===== config.mk =====
export PLATFORM = sky130hd
export DESIGN_NAME = tal_isqrt
export DESIGN_NICKNAME = d
export VERILOG_FILES = /design/src/hw/rtl/tal_isqrt.sv
export SDC_FILE = /design/constraint.sdc
export NUM_CORES = 1
export LEC_CHECK = 0
export BUFFER_PORTS_ARGS = -buffer_cell sky130_fd_sc_hd__buf_2
export CORE_ASPECT_RATIO = 1.5
export CORE_UTILIZATION = 40
export DETAILED_ROUTE_END_ITERATION = 12
export GPL_TIMING_DRIVEN = 0
export PLACE_DENSITY = 0.62
export SYNTH_ARGS = -nofsm -noshare
export SYNTH_HDL_FRONTEND = slang
export SYNTH_SLANG_ARGS = --single-unit

===== constraint.sdc =====
create_clock -name clk -period 13.7 [get_ports clk]
set_input_delay 1.37 -clock clk [delete_from_list [all_inputs] [get_ports clk]]
set_output_delay 1.37 -clock clk [all_outputs]
set_load 0.005 [all_outputs]

===== src/hw/rtl/tal_isqrt.sv =====
// Bit-serial integer square root, two radicand bits per cycle.
module tal_isqrt #(
  parameter int IN_W = 64
) (
  input  logic                 clk,
  input  logic                 rst_n,
  input  logic                 start,
  input  logic [IN_W-1:0]      n,
  output logic                 done_r,
  output logic [IN_W/2-1:0]    root
);
  logic [IN_W-1:0] rem_r, rem_nxt;
  logic [IN_W-1:0] res_r, res_nxt;
  logic [IN_W-1:0] bit_r, bit_nxt;
  logic [IN_W:0]   trial;

  assign trial = {1'b0, res_r} + {1'b0, bit_r};
  assign root  = res_r[IN_W/2-1:0];

  always_comb begin
    rem_nxt = rem_r;
    res_nxt = res_r;
    bit_nxt = bit_r;
    if (start) begin
      rem_nxt = n;
      res_nxt = '0;
      bit_nxt = {2'b01, {(IN_W-2){1'b0}}};
    end else if (bit_r != '0) begin
      if ({1'b0, rem_r} >= trial) begin
        rem_nxt = rem_r - trial[IN_W-1:0];
        res_nxt = (res_r >> 1) + bit_r;
      end else begin
        res_nxt = res_r >> 1;
      end
      bit_nxt = bit_r >> 2;
    end
  end

  always_ff @(posedge clk) begin
    rem_r <= rem_nxt;
    res_r <= res_nxt;
    if (!rst_n) begin
      bit_r  <= '0;
      done_r <= 1'b0;
    end else begin
      bit_r  <= bit_nxt;
      done_r <= !start && (bit_r != '0) && (bit_nxt == '0);
    end
  end
endmodule


# Yosys cells after proc, flatten, opt, wreduce, memory -nomap -nowiden
# Cells that the tools add are included.
# op_classes
n_lt_le_gt_ge,1
muxes,6
reduce_logical,8
n_addsub,3
# op_table
cell,count
two-way mux 64 bit,6
adder 64 x 64 -> 65 bit,1
>= comparator 64 x 65 -> 1 bit,1
adder 63 x 64 -> 64 bit,1
logical NOT 64 bit,1
nonzero test 64 bit,1
subtractor 64 bit,1
nonzero test 2 bit,2
logical AND 1 bit,2
AND reduction 2 bit,1
logical NOT 1 bit,1
# word_totals
elab_cells,22
input_bits,67
out_inout_bits,33
reg_bits,193

# Logic depth before layout (Yosys ltp)
# logic_depth
depth_word,5
mapped_depth,28

# Worst setup path after synthesis
# No wires, ideal clock.
# synth_timing
path_type,reg-to-reg
from,register res_r[1]
to,register rem_r[0] (enable)
setup_time_ps,574
n_path_buf,2
path_slack_ps,3121
path_stages_with_launch,26
arrival_ps,10005
path_cell_list,dfxtp_1 ha_1 a211oi_1 o21ai_0 a211oi_1 o21ai_0 a21o_1 a21o_1 a221oi_1 nor2_1 or3_1 a21oi_1 xor2_1 ha_1 and2_4 nand3_1 or2_1 or4_1 o41ai_2 a21oi_1 o21ai_0 a31oi_1 or4_4 buf_2 buf_2 o21ai_0
# synth_between
elab_chain_cells,4
# synth_lines
item,line_no,source
from (decl),13,"logic [IN_W-1:0] res_r, res_nxt;"
from (signal assigned),41,res_r <= res_nxt;
adder 64 x 64 -> 65 bit,17,"assign trial = {1'b0, res_r} + {1'b0, bit_r};"
>= comparator 64 x 65 -> 1 bit,29,"if ({1'b0, rem_r} >= trial) begin"
nonzero test 2 bit (no line),n/a,
AND reduction 2 bit (no line),n/a,
to (signal assigned),40,rem_r <= rem_nxt;
to (decl),12,"logic [IN_W-1:0] rem_r, rem_nxt;"
# No other way between the ends.
# A chain may end at the register's enable or synchronous reset.

# Worst setup path after layout
# layout_timing
from,register res_r[1]
to,register rem_r[49] (enable)
# The elaborated chain is that of the path after synthesis.

==> flow_summary.yaml <==
run_status:
  status: "finished clean"
critical_path:
  path_delay_family: "compound AO/OA/AOI/OAI gates"
  cp-start-kind: "flip-flop"
  cp_max_fo: 28
  cp_slowest_cell: "or4_4"
  critPathBufInv: 4
  crit_required_ns: 13.87
  worstSetupPathType: "reg2reg"
  max_stage_delay_ns: 0.56
  crit_path_end_kind: "flip-flop"
  arrival_ns: 8.67
clocking:
  ctsHoldBuffers: 0
  cts.clk_slew.worst_paths_ns: 0.09
  cts_tree: "yes"
  postCtsSetupRepairBufs: 0
  cts_root_buf: "clkbuf_16"
  clock_sinks: 193
  cts-resized-gates: 0
  clkLatencyLatePin_ns: 0.48
  htree_levels: 4
  clock_path_buffers: 2
  cts_buffers: 17
timing:
  slew_headroom: 0.284
  setup_viol: 0
  setup_ws_ns: 5.21
  whs_ns: 0.530
  hold_viol_final: 0
  max_freq_ghz: 0.118
  tightest_slew_ns: 1.06
  period_needed_ns: 8.49
  drv_slew: 0
  fin_crit_sh: 0.620
  skew_ns: 0.0163
  rsz0062_at_grt: "no"
final_layout:
  nets: 2669
  layout-drive-gt1-share: 0.0822
  final.fill_count: 4558
  area_growth_pct: 10.2
  fin_area_um2: 20100
  n_antenna_cell: 0
synthesis:
  synth_top_family_by_area: "compound AO/OA/AOI/OAI gates"
  synthSimpleGateAreaFrac: 0.185
  synth_xor_area_frac: 0.0853
  yosys_register_bits: 193
  synth-async-reset-ratio: 0
  synthesis.instances: 2288
  ys_top_cells_by_area: "dfxtp_1, ha_1, edfxtp_1"
  synth_compound_area_frac: 0.268
  yosysMostFrequentCell: "a21oi_1"
  synthMuxAreaShare: 0.0294
  syn_nets: 2549
  synth_warnings: 0
  synth-edff-count: 64
  synthesis.area_um2: 18300
  yosysSeqAreaShare: 0.246
  synthTopCellsByCount: "a21oi_1, nand2_1, ha_1"
  ys_types: 78
  synth_area_leader_cell: "dfxtp_1"
  synth_area_per_cell_um2: 7.99
  yosysTopAreaCellShare: 0.141
  synth_fa_ha_area_frac: 0.134
  synth_ff_type: "dfxtp_1"
power_and_ir_drop:
  pwr-share-clk: 0.145
  irDropWorstVdd_uv: 99.9
  intPower_w: 0.00194
  leakage_nw: 9.04
  comb_power_share: 0.609
  power-per-cell-area_nw_per_um2: 180
  power.switching_w: 0.00169
  p_sw_frac: 0.466
  p_seq_frac: 0.247
die:
  ios: 100
  std_cell_rows: 95
  die_y_um: 264
  design.die.area_um2: 46600
  start_util: 0.407
  coreArea_um2: 44900
  die_w_um: 177
route:
  drt_iter0_drc: 1341
  wirelength_mm: 60.6
  firstDrtPassIters: 5
  postRouteAntennaNets: 0
  vias: 17600
  drc: 0
  wire_per_inst_um: 20.2
  routed_via_density: 5.87
global_routing:
  grt_pass1_vias: 16800
  overflow: 0
  grt_pass1_wl_mm: 93.7
  grt.total_usage: 0.259
  antenna_found_initial: 0
  grt_max_degree: 29
placed_design:
  portBuffers: 99
  dpl.hpwl_mm: 49.5
  dpl_cell_area_um2: 19500
  gp_congestion: 0.977
  pre_cts_ws_ns: 5.34
job:
  max_cap_viol_count: 0
worst_hold_path:
  hp-class: "reg2reg"
[power groups by stage]
stage,combinational [W],clock [W],sequential [W]
final,0.00221,0.000525,0.000896
after floorplan,0.00167,0,0.000868
after global routing,0.00243,0.000551,0.000911
after CTS,0.00219,0.000532,0.000895
after detailed placement,0.00218,0,0.000903
after global placement,0.00214,0,0.000927
[cells in the final DEF, fill, tap and decap left out, types with 102 or more instances in the layout]
cell / Yosys / layout
nor2_1: 157 / 157
buf_2: 8 / 107
a21oi_1: 225 / 225
dfxtp_1: 129 / 129
xnor2_1: 102 / 102
a21o_1: 105 / 105
clkbuf_1: 103 / 103
ha_1: 191 / 191
nand2_1: 207 / 207
o21ai_0: 169 / 168
[cells by family after synthesis]
kind of cell,count (synthesis)
adder cells (fa/ha/maj),194
other,1
buffers and inverters,207
flip-flops,193
AO/OA/AOI/OAI,770
AND/OR/NAND/NOR,692
multiplexers,53
XOR/XNOR,178
[per-layer routing]
layer | part of all wire | track usage
met5 | 0 | 0
met4 | 0.051 | 0.140
met3 | 0.042 | 0.0223
met2 | 0.48 | 0.436
met1 | 0.43 | 0.323
[metrics by stage]
stage	power, W	instances	utilization	TNS [ns]
after floorplan	0.00254	2288	-	0
after global placement	0.00307	2969	0.434	-78.38
after detailed placement	0.00308	2971	0.435	0
after CTS	0.00362	3002	0.448	0
after global routing	0.00389	3002	0.448	0
final	0.00363	3002	0.448	0
[sequential cells by signal (all words and copies together), names as in the netlist]
register / count
bit_r: 64
rem_r: 64
res_r: 64
done_r: 1
[path summary, 6_finish.rpt]
path / from / end / slack [ns] / cells after the start
min: bit_r[36]$_SDFF_PN0_ / bit_r[34]$_SDFF_PN0_ / 0.53 / 1
max: res_r[1]$_SDFFE_PP0P_ / rem_r[49]$_DFFE_PP_ / 5.21 / 27
min reg2reg: bit_r[36]$_SDFF_PN0_ / bit_r[34]$_SDFF_PN0_ / 0.53 / 1
max reg2reg: res_r[1]$_SDFFE_PP0P_ / rem_r[49]$_DFFE_PP_ / 5.21 / 27
[area by class of cell]
cell class	instances	area, um^2	share of cell area
Multi-Input combinational cell	1888	12800	0.638
Sequential cell	193	4500	0.224
Buffer	151	731	0.0363
Tap cell	582	728	0.0362
Timing Repair Buffer	101	536	0.0266
Clock buffer	17	425	0.0211
Inverter	56	210	0.0104
Clock inverter	14	164	0.00814
(Power assumes the default switching activity.)
