[src/hw/rtl/tal_pkg.sv]
// Shared constants, widths and the arctangent table for the tilt angle filter.
package tal_pkg;

  localparam int FRACTION_BITS_DEF = 16;
  localparam int ANGLE_ITER_DEF    = 16;
  localparam int RAW_W             = 16;
  localparam int ALPHA_W           = 16;
  localparam int ANGLE_W           = 8;
  localparam int ANGLE_FRAC        = 20;
  localparam int Z_W               = 30;
  localparam int ATAN_ENTRIES      = 24;
  localparam int ONE_G_COUNTS      = 16000;
  localparam int DEG_MAX           = 180;
  localparam int DEG_RIGHT         = 90;

  localparam logic [ALPHA_W-1:0] ALPHA_RESET = 16'd3277;

  // atan(2^-i) in degrees, 20 fraction bits, rounded
  function automatic logic signed [Z_W-1:0] atan_q20(input logic [4:0] idx);
    logic signed [Z_W-1:0] v;
    begin
      case (idx)
        5'd0:    v = 30'sd47185920;
        5'd1:    v = 30'sd27855475;
        5'd2:    v = 30'sd14718068;
        5'd3:    v = 30'sd7471121;
        5'd4:    v = 30'sd3750058;
        5'd5:    v = 30'sd1876857;
        5'd6:    v = 30'sd938658;
        5'd7:    v = 30'sd469357;
        5'd8:    v = 30'sd234682;
        5'd9:    v = 30'sd117342;
        5'd10:   v = 30'sd58671;
        5'd11:   v = 30'sd29335;
        5'd12:   v = 30'sd14668;
        5'd13:   v = 30'sd7334;
        5'd14:   v = 30'sd3667;
        5'd15:   v = 30'sd1833;
        5'd16:   v = 30'sd917;
        5'd17:   v = 30'sd458;
        5'd18:   v = 30'sd229;
        5'd19:   v = 30'sd115;
        5'd20:   v = 30'sd57;
        5'd21:   v = 30'sd29;
        5'd22:   v = 30'sd14;
        5'd23:   v = 30'sd7;
        default: v = '0;
      endcase
      return v;
    end
  endfunction

endpackage

[src/hw/rtl/tal_cordic.sv]
// Vectoring CORDIC, one micro-rotation per cycle, angle in degrees.
module tal_cordic import tal_pkg::*; #(
  parameter int CW    = 36,
  parameter int ITER  = 16
) (
  input  logic                  clk,
  input  logic                  rst_n,
  input  logic                  start,
  input  logic signed [CW-1:0]  x0,
  input  logic signed [CW-1:0]  y0,
  input  logic signed [Z_W-1:0] z0,
  output logic                  done_r,
  output logic signed [Z_W-1:0] z_r
);
  localparam int CNT_W = $clog2(ITER + 1);

  logic signed [CW-1:0] x_r, y_r, dx, dy;
  logic [CNT_W-1:0]     cnt_r;
  logic                 busy_r;

  assign dx = y_r >>> cnt_r;
  assign dy = x_r >>> cnt_r;

  always_ff @(posedge clk) begin
    if (start) begin
      x_r <= x0;
      y_r <= y0;
      z_r <= z0;
    end else if (busy_r) begin
      if (y_r >= 0) begin
        x_r <= x_r + dx;
        y_r <= y_r - dy;
        z_r <= z_r + atan_q20(5'(cnt_r));
      end else begin
        x_r <= x_r - dx;
        y_r <= y_r + dy;
        z_r <= z_r - atan_q20(5'(cnt_r));
      end
    end
    if (!rst_n) begin
      busy_r <= 1'b0;
      cnt_r  <= '0;
      done_r <= 1'b0;
    end else begin
      done_r <= 1'b0;
      if (start) begin
        busy_r <= 1'b1;
        cnt_r  <= '0;
      end else if (busy_r) begin
        cnt_r <= cnt_r + 1'b1;
        if (cnt_r == CNT_W'(ITER - 1)) begin
          busy_r <= 1'b0;
          done_r <= 1'b1;
        end
      end
    end
  end
endmodule

[config.mk]
export PLATFORM = sky130hd
export DESIGN_NAME = tal_cordic
export DESIGN_NICKNAME = d
export VERILOG_FILES = /design/src/hw/rtl/tal_pkg.sv /design/src/hw/rtl/tal_cordic.sv
export SDC_FILE = /design/constraint.sdc
export NUM_CORES = 1
export LEC_CHECK = 0
export BUFFER_PORTS_ARGS = -buffer_cell sky130_fd_sc_hd__buf_4
export CAP_MARGIN = 20
export CORE_MARGIN = 3
export CORE_UTILIZATION = 31
export DETAILED_ROUTE_END_ITERATION = 8
export GPL_TIMING_DRIVEN = 0
export HOLD_SLACK_MARGIN = 0.05
export MAX_ROUTING_LAYER = met4
export SLEW_MARGIN = 0
export SYNTH_ARGS = -nofsm -noshare
export SYNTH_HDL_FRONTEND = slang
export SYNTH_SLANG_ARGS = --single-unit
[constraint.sdc]
create_clock -name clk -period 9.7 [get_ports clk]
set_input_delay 0.485 -clock clk [delete_from_list [all_inputs] [get_ports clk]]
set_output_delay 0.485 -clock clk [all_outputs]
set_load 0.05 [all_outputs]
* Word level (Yosys, flattened, before mapping) *
Memory sizes are Yosys's and may differ from the RTL's. A register that Yosys moved wholly into a read port is not among the register bits.
Cells that the tools add are included.

word-level totals
  flip-flop bits (word level) = 109
  bits in read-only memories = 1,664
  bits of input ports = 105
  logic and storage cells = 47
  memories = 2

cells by class
  $add $sub $neg = 7
  $lt $le $gt $ge = 1
  equal/unequal tests = 1
  shift-type cells = 2
  multiplexer cells = 23
  bitwise logic cells = 2
  reductions and logical operators = 3

memory list
  memory           depth  bits a word  rd ports  clocked after memory_dff  wr ports  RTL line       text
  (no name shown)  32     26           1         1                         0         tal_pkg.sv:22  case (idx)
  (no name shown)  32     26           1         1                         0         tal_pkg.sv:22

operators with widths
  cell                                                                     number
  30-bit 2-to-1 mux                                                        9
  36-bit 2-to-1 mux                                                        6
  36-bit adder                                                             2
  36-bit by 5-bit >>> shifter with 36-bit output                           2
  36-bit subtractor                                                        2
  36-bit by 1-bit >= comparator with 1-bit output (second input constant)  1
  30-bit adder                                                             1
  30-bit subtractor                                                        1
  5-bit 2-to-1 mux                                                         4
  5-bit by 1-bit adder with 5-bit output (second input constant)           1
  5-bit by 4-bit == test with 1-bit output (second input constant)         1
  1-bit 2-to-1 mux                                                         4
  3-bit OR reduction                                                       1
  1-bit inverter                                                           2
  2-bit nonzero test                                                       1
  2-bit OR reduction                                                       1

* Logic depth before layout (Yosys ltp) *
Gate-level depths: netlist (run 1).

  depth in word-level cells = 8
  mapped depth = 29
  gate-level depth less buffers = 25

* Worst setup path before layout (run 1) *
No wires, ideal clock.

  path type = flip-flop to flip-flop
  start = register cnt_r[2]
  end = register x_r[33] (data pin)
  setup time = 0.267 ns
  arrival = 5.436 ns
  required time = 9.433 ns
  setup slack = 3.998 ns
  stages on the path, launching flop included = 27
  period minus slack after synthesis = 5.702 ns
  path through = dfxtp_1 -> clkbuf_1 -> buf_2 -> buf_2 -> buf_2 -> buf_1 -> mux4_2 -> nor2_1 -> a21oi_1 -> nor2_1 -> a21oi_1 -> o21ai_0 -> ha_1 -> nand3_1 -> o21ai_0 -> xor2_1 -> ha_1 -> a2111oi_0 -> o21ai_0 -> a31oi_1 -> o21ai_0 -> a31oi_1 -> o31ai_1 -> a211o_1 -> a21oi_1 -> xor2_1 -> o21ai_0

between the ends
  longest elaborated chain between the ends = 5
  elaborated cells between the ends (all ways) = 6
  classes of those cells = 2 x add/sub; 1 x shift; 3 x mux

RTL lines
  item                                                      RTL line                            text
  from (decl)                                               tal_cordic.sv:18                    logic [CNT_W-1:0] cnt_r;
  from (signal assigned)                                    tal_cordic.sv:50                    cnt_r <= cnt_r + 1'b1;
  36-bit by 5-bit >>> shifter with 36-bit output *          tal_cordic.sv:21                    assign dx = y_r >>> cnt_r;
  36-bit subtractor / 36-bit adder (equally long branches)  tal_cordic.sv:35, tal_cordic.sv:31
  36-bit 2-to-1 mux *                                       tal_cordic.sv:30                    if (y_r >= 0) begin
  36-bit 2-to-1 mux *                                       tal_cordic.sv:29                    end else if (busy_r) begin
  36-bit 2-to-1 mux *                                       tal_cordic.sv:25                    if (start) begin
  to (signal assigned)                                      tal_cordic.sv:31                    x_r <= x_r + dx;
  to (signal assigned)                                      tal_cordic.sv:35                    x_r <= x_r - dx;
  to (decl)                                                 tal_cordic.sv:17                    logic signed [CW-1:0] x_r, y_r, dx, dy;

Every way passes the cells marked *; elsewhere a longest branch is shown, timed or not. The select of a mux whose other input is x is not followed.
A chain may end at the register's enable or synchronous reset.

* Worst setup path in the final report (run 1) *
  start = register cnt_r[4]
  end = register x_r[33] (data pin)

The elaborated chain is that of the path after synthesis.

==> reports/qor.csv, run 1 <==
metric,value,unit
status,completed,
drc,0,
finalSetupViolations,0,
drv_cap,0,
rows,87,
p_leak,8.08,nW
initial_core_util,0.315,
place_congestion,1.02,
async_reset_ff_frac,0,
drive_gt1_frac,0.174,
viasPerCell,6.15,
clkLatencyLatePin,0.50,ns
dr_total_vias,18500,
synth_top_area_share,0.171,
cts_htree_levels,4,
port_buffers,135,
routedWlPerCell,30.0,µm
p_total,9.17,mW
dp_hpwl,70800,µm
cts_hold_buffers,0,
syn_area,0.0179,mm²
final_cell_mix,"nand2_1, o21ai_0, buf_4, nor2_1, a21oi_1",
post-route-period-util,0.931,
cts_tree,done,
yosys_register_bits,135,
cts_buffers,17,
fin_worst_skew,0.0216,ns
root_buffer,clkbuf_16,
cp.arrival,9.25,ns
drtAntennaViolNets,0,
yosys.area.top_type,edfxtp_1,
first_pass_iters,6,
grt_pass1_vias,18000,
fmax,111,MHz
hold_class,in2reg,
synth.area.top_cells,"edfxtp_1, mux4_2, ha_1, o21ai_0, nand2_1",
cp.required,9.92,ns
startpoint_type,flip-flop,
grt_overflow_total,0,
yosys_most_used_dff,edfxtp_1,
yosysSeqAreaShare,0.208,
wirelength,90300,µm
hold_violations,0,
design_area,0.0206,mm²
cts_resized,0,
final_nets,2455,
die_h,246,µm
finalMaxSlewViolations,0,
syn_avg_cell_area,8.64,µm²
dpl_cell_area,0.0200,mm²
syn-num-nets,2293,
vdd_drop_max,0.184,mV
drtIter0Drc,1796,
crit_type,reg2reg,
fp.dieW,246,µm
track_usage,0.303,
synth_edf_count,102,
worst_slew_pin_slew,1.38,ns
fin_crit,9.03,ns
grt_pass1_wl,129000,µm
max_slew_margin,0.0818,
synth_cell_types,97,
powerDensity,445,mW/mm²
cp_max_fo,10,
rsz0062_at_grt,no,
layout_commonest_cell,nand2_1,
cts.sinks,135,
cp-end-kind,flip-flop,
clkTransAtPathRegs,0.07,ns
synth_warnings,0,
area_delta_synth_final,15.0,%
syn_inst,2075,
pin_count,136,
cts_setup_buffers,0,
fin_tns_setup,0,ns
cts_buffer_depth,2,
grt_max_degree,55,
antenna_found_initial,2,
die-area,0.0607,mm²
core,0.0568,mm²
where the power goes:
group	internal (mW)	total, mW	switching [mW]
sequential	1.01	1.48	0.470
combinational	2.82	6.98	4.16
clock	0.393	0.712	0.318
critical path, cell delays in order (launching register included):
cell and delay [ns]:
dfxtp_1 0.31, clkbuf_1 0.42, buf_2 0.36, buf_1 0.79, clkbuf_1 0.70, buf_1 0.82, clkbuf_1 0.65, o21ai_0 0.28
ha_1 0.27, nand3_1 0.29, o21ai_0 0.18, xor2_1 0.21, ha_1 0.38, a2111oi_0 0.55, nor3_1 0.14, a31oi_1 0.42
o21ai_0 0.36, a31oi_1 0.56, o31ai_1 0.27, a211o_1 0.34, a21oi_1 0.17, xor2_1 0.16, o21ai_0 0.10
path summary, 6_finish.rpt:
kind	cells past startpoint	slack, ns	to	startpoint
worst max register to register	22	0.67	x_r[33]	cnt_r[4]
worst max-delay path	22	0.67	x_r[33]	cnt_r[4]
worst min register to register	3	0.72	busy_r	busy_r
worst min-delay path	3	0.26	z_r[18]	z0[18]
cell usage after synthesis, drive strengths merged, types with 16 or more instances:
master	n
nand2	267
o21ai	204
nor2	139
a21oi	129
ha	110
xnor2	110
edfxtp	102
mux4	92
mux2i	74
clkbuf	64
xor2	62
buf	58
inv	52
mux2	46
nand3	45
a21o	43
o22ai	34
dfxtp	33
nor3	28
a31oi	25
o31ai	25
a211oi	23
nand2b	20
and3	18
nand4	18
o211ai	18
nor2b	17
or3	16
final cells by class:
class / instances / area, µm²
tap: 756 / 946
clock inverter: 13 / 159
clock buffer: 19 / 443
multi-input combinational: 1762 / 13400
buffer: 122 / 616
fill: 5903 / 36200
timing repair buffer: 143 / 1130
sequential: 135 / 3720
inverter: 56 / 210
antenna: 3 / 7.51
layer usage:
layer	share of wire	up-vias	GRT usage	routed length (µm)
li1	-	8227	-	-
met1	0.42	9124	0.374	37700
met2	0.46	942	0.471	41100
met3	0.074	201	0.0607	6710
met4	0.053	0	0.150	4810
met5	0	-	-	0
kinds of logic after synthesis:
group                    synth area share
AO/OA/AOI/OAI                       0.227
XOR/XNOR                           0.0840
multiplexers                        0.188
flip-flops                          0.208
AND/OR/NAND/NOR                     0.167
adder cells (fa/ha/maj)            0.0801
buffers and inverters              0.0460
through the flow:
step                std cells  utilization  setup slack [ns]  hold slack, ns
CTS                      3005        0.362              1.07           0.219
floorplan                2075            -              4.00           0.639
finish                   3009        0.363             0.670           0.257
global placement         2966        0.350              1.06           0.681
global route             3007        0.363             0.405           0.240
detailed placement       2973        0.352              1.11           0.708
Note: power is estimated with default switching activity, not from simulation.
==> run 2, diff against run 1 <==
--- a/config.mk
+++ b/config.mk
@@ -5,11 +5,11 @@
 export SDC_FILE = /design/constraint.sdc
 export NUM_CORES = 1
 export LEC_CHECK = 0
-export BUFFER_PORTS_ARGS = -buffer_cell sky130_fd_sc_hd__buf_4
 export CAP_MARGIN = 20
 export CORE_MARGIN = 3
-export CORE_UTILIZATION = 31
+export CORE_UTILIZATION = 45
 export DETAILED_ROUTE_END_ITERATION = 8
+export DONT_BUFFER_PORTS = 1
 export GPL_TIMING_DRIVEN = 0
 export HOLD_SLACK_MARGIN = 0.05
 export MAX_ROUTING_LAYER = met4
==> run 2 against run 1 <==
  * Largest cell class unchanged
  * Combinational power shrank 5.0%
  * Die area shrank 30%
  * Register-to-register slack gained 0.42 ns
  * Utilization grew 13 points
  * Final cell count shrank 12%
  * Global-route usage grew 9.8 points
  * Clock-buffer cell count grew 2
  * First-iteration DRC count grew 28%
  * Sequential power grew 14%
  * Clock skew shrank 0.0017 ns
==> reports/qor.csv, run 2 (same netlist as run 1, synthesis figures left out) <==
metric,value,unit,change
p_leak,7.43,nW,was 8.08 nW
placed_cells,2596,,was 2973
fin_worst_skew,0.0198,ns,was 0.0216 ns
wirelength,82900,µm,was 90300 µm
dpl_cell_area,0.0186,mm²,was 0.0200 mm²
status,completed,,unchanged
grt_pass1_wl,119000,µm,was 129000 µm
root_buffer,clkbuf_16,,unchanged
finalMaxSlewViolations,0,,unchanged
fin_crit,8.61,ns,was 9.03 ns
cts_buffers,17,,unchanged
final_cell_mix,"nand2_1, o21ai_0, nor2_1, a21oi_1",,"was nand2_1, o21ai_0, buf_4, nor2_1, a21oi_1"
fin_tns_setup,0,ns,unchanged
viasPerCell,6.93,,was 6.15
rows,72,,was 87
fp.dieW,206,µm,was 246 µm
area_delta_synth_final,7.69,%,was 15.0%
drc,0,,unchanged
drv_cap,0,,unchanged
r2r_cells,23,,was 22
cp.required,9.94,ns,was 9.92 ns
routedWlPerCell,31.4,µm,was 30.0 µm
drive_gt1_frac,0.122,,was 0.174
cp-startpoint,cnt_r[4],,unchanged
grt_pass1_vias,17500,,was 18000
port_buffers,0,,was 135
max_slew_margin,0.167,,was 0.0818
grt_max_degree,60,,was 55
worst_slew_pin_slew,1.25,ns,was 1.38 ns
initial_core_util,0.460,,was 0.315
grt_overflow_total,0,,unchanged
cts.sinks,135,,unchanged
pin_count,136,,unchanged
hold_violations,0,,unchanged
post-route-period-util,0.888,,was 0.931
drtAntennaViolNets,0,,unchanged
cp.arrival,8.85,ns,was 9.25 ns
r2r-start,cnt_r[4],,unchanged
final_nets,2320,,was 2455
hold_class,in2reg,,unchanged
fmax,116,MHz,was 111 MHz
r2r-end,x_r[33],,unchanged
r2r_setup_slack,1.09,ns,was 0.67 ns
die-area,0.0423,mm²,was 0.0607 mm²
die_h,206,µm,was 246 µm
dp_hpwl,64100,µm,was 70800 µm
layout_commonest_cell,nand2_1,,unchanged
cts_tree,done,,unchanged
antenna_found_initial,5,,was 2
clkLatencyLatePin,0.50,ns,about the same
cts_hold_buffers,0,,unchanged
core,0.0390,mm²,was 0.0568 mm²
cp_max_fo,10,,unchanged
startpoint_type,flip-flop,,unchanged
rsz0062_at_grt,no,,unchanged
cts_setup_buffers,0,,unchanged
cts_htree_levels,4,,unchanged
track_usage,0.400,,was 0.303
critPathCapture,x_r[33],,unchanged
fill_cells,3779,,was 5903
vdd_drop_max,0.254,mV,was 0.184 mV
cts_resized,0,,unchanged
finalSetupViolations,0,,unchanged
dr_total_vias,18300,,was 18500
first_pass_iters,6,,unchanged
p_total,9.02,mW,was 9.17 mW
clkTransAtPathRegs,0.07,ns,about the same
drtIter0Drc,2293,,was 1796
crit_type,reg2reg,,unchanged
cp-end-kind,flip-flop,,unchanged
place_congestion,1.15,,was 1.02
cts_buffer_depth,2,,unchanged
design_area,0.0193,mm²,was 0.0206 mm²
layout.cells.non_filler,2637,,was 3009
powerDensity,467,mW/mm²,was 445 mW/mm²
==> run 2: critical path, cell delays in order, from the launching register on <==
cell and delay [ns]:
dfxtp_1 0.30, clkbuf_1 0.38, buf_2 0.36, buf_1 0.67, clkbuf_1 0.75, buf_1 0.67
clkbuf_1 0.56, nand2_1 0.12, o21ai_0 0.23, ha_1 0.27, nand3_1 0.25, o21ai_0 0.30
xor2_1 0.18, ha_1 0.31, a2111oi_0 0.37, o21ai_0 0.23, a31oi_1 0.38, o21ai_0 0.33
a31oi_1 0.63, o31ai_1 0.28, a211o_1 0.34, a21oi_1 0.17, xor2_1 0.18, o21ai_0 0.09
==> run 2: where the power goes <==
part           switching (mW)  internal, mW
Combinational            3.92          2.71
Sequential              0.670          1.01
Clock                   0.321         0.392
==> run 2: layout make-up <==
class / instances / area (µm²) / share of cell area
plain buffers: 122 / 614 / 0.0318
repair buffers: 8 / 92.6 / 0.00480
clock buffers: 21 / 514 / 0.0266
well taps: 518 / 648 / 0.0336
flip-flops and latches: 135 / 3720 / 0.193
multi-input cells: 1762 / 13400 / 0.693
inverters: 56 / 210 / 0.0109
diodes: 4 / 10.0 / 0.000519
clock inverters: 11 / 111 / 0.00577
==> run 2: how the worst min path moves through the flow <==
stage,startpoint,slack (ns),depth (start not counted),to
2_1_floorplan,rst_n,0.64,1,busy_r
3_3_place_gp,rst_n,0.64,1,busy_r
3_5_place_dp,rst_n,0.66,1,busy_r
4_1_cts,rst_n,0.11,1,busy_r
5_1_grt,rst_n,0.13,1,busy_r
6_report,rst_n,0.15,1,busy_r
==> run 2: per-layer routing <==
metal  up-vias  share of wire  GRT usage  routed length [µm]
met5         -              0          -                   0
met4         0          0.054      0.194                4480
met3       227          0.099      0.110                8170
met2      1129           0.45      0.606               37100
met1      8964           0.40      0.495               33100
li1       7949              -          -                   -
==> run 2: metrics by stage <==
stage	setup slack [ns]	hold slack, ns	util
CTS	1.57	0.113	0.493
global placement	1.56	0.641	0.476
detailed placement	1.63	0.656	0.477
finish	1.09	0.152	0.495
global route	0.872	0.128	0.495
floorplan	4.00	0.639	-
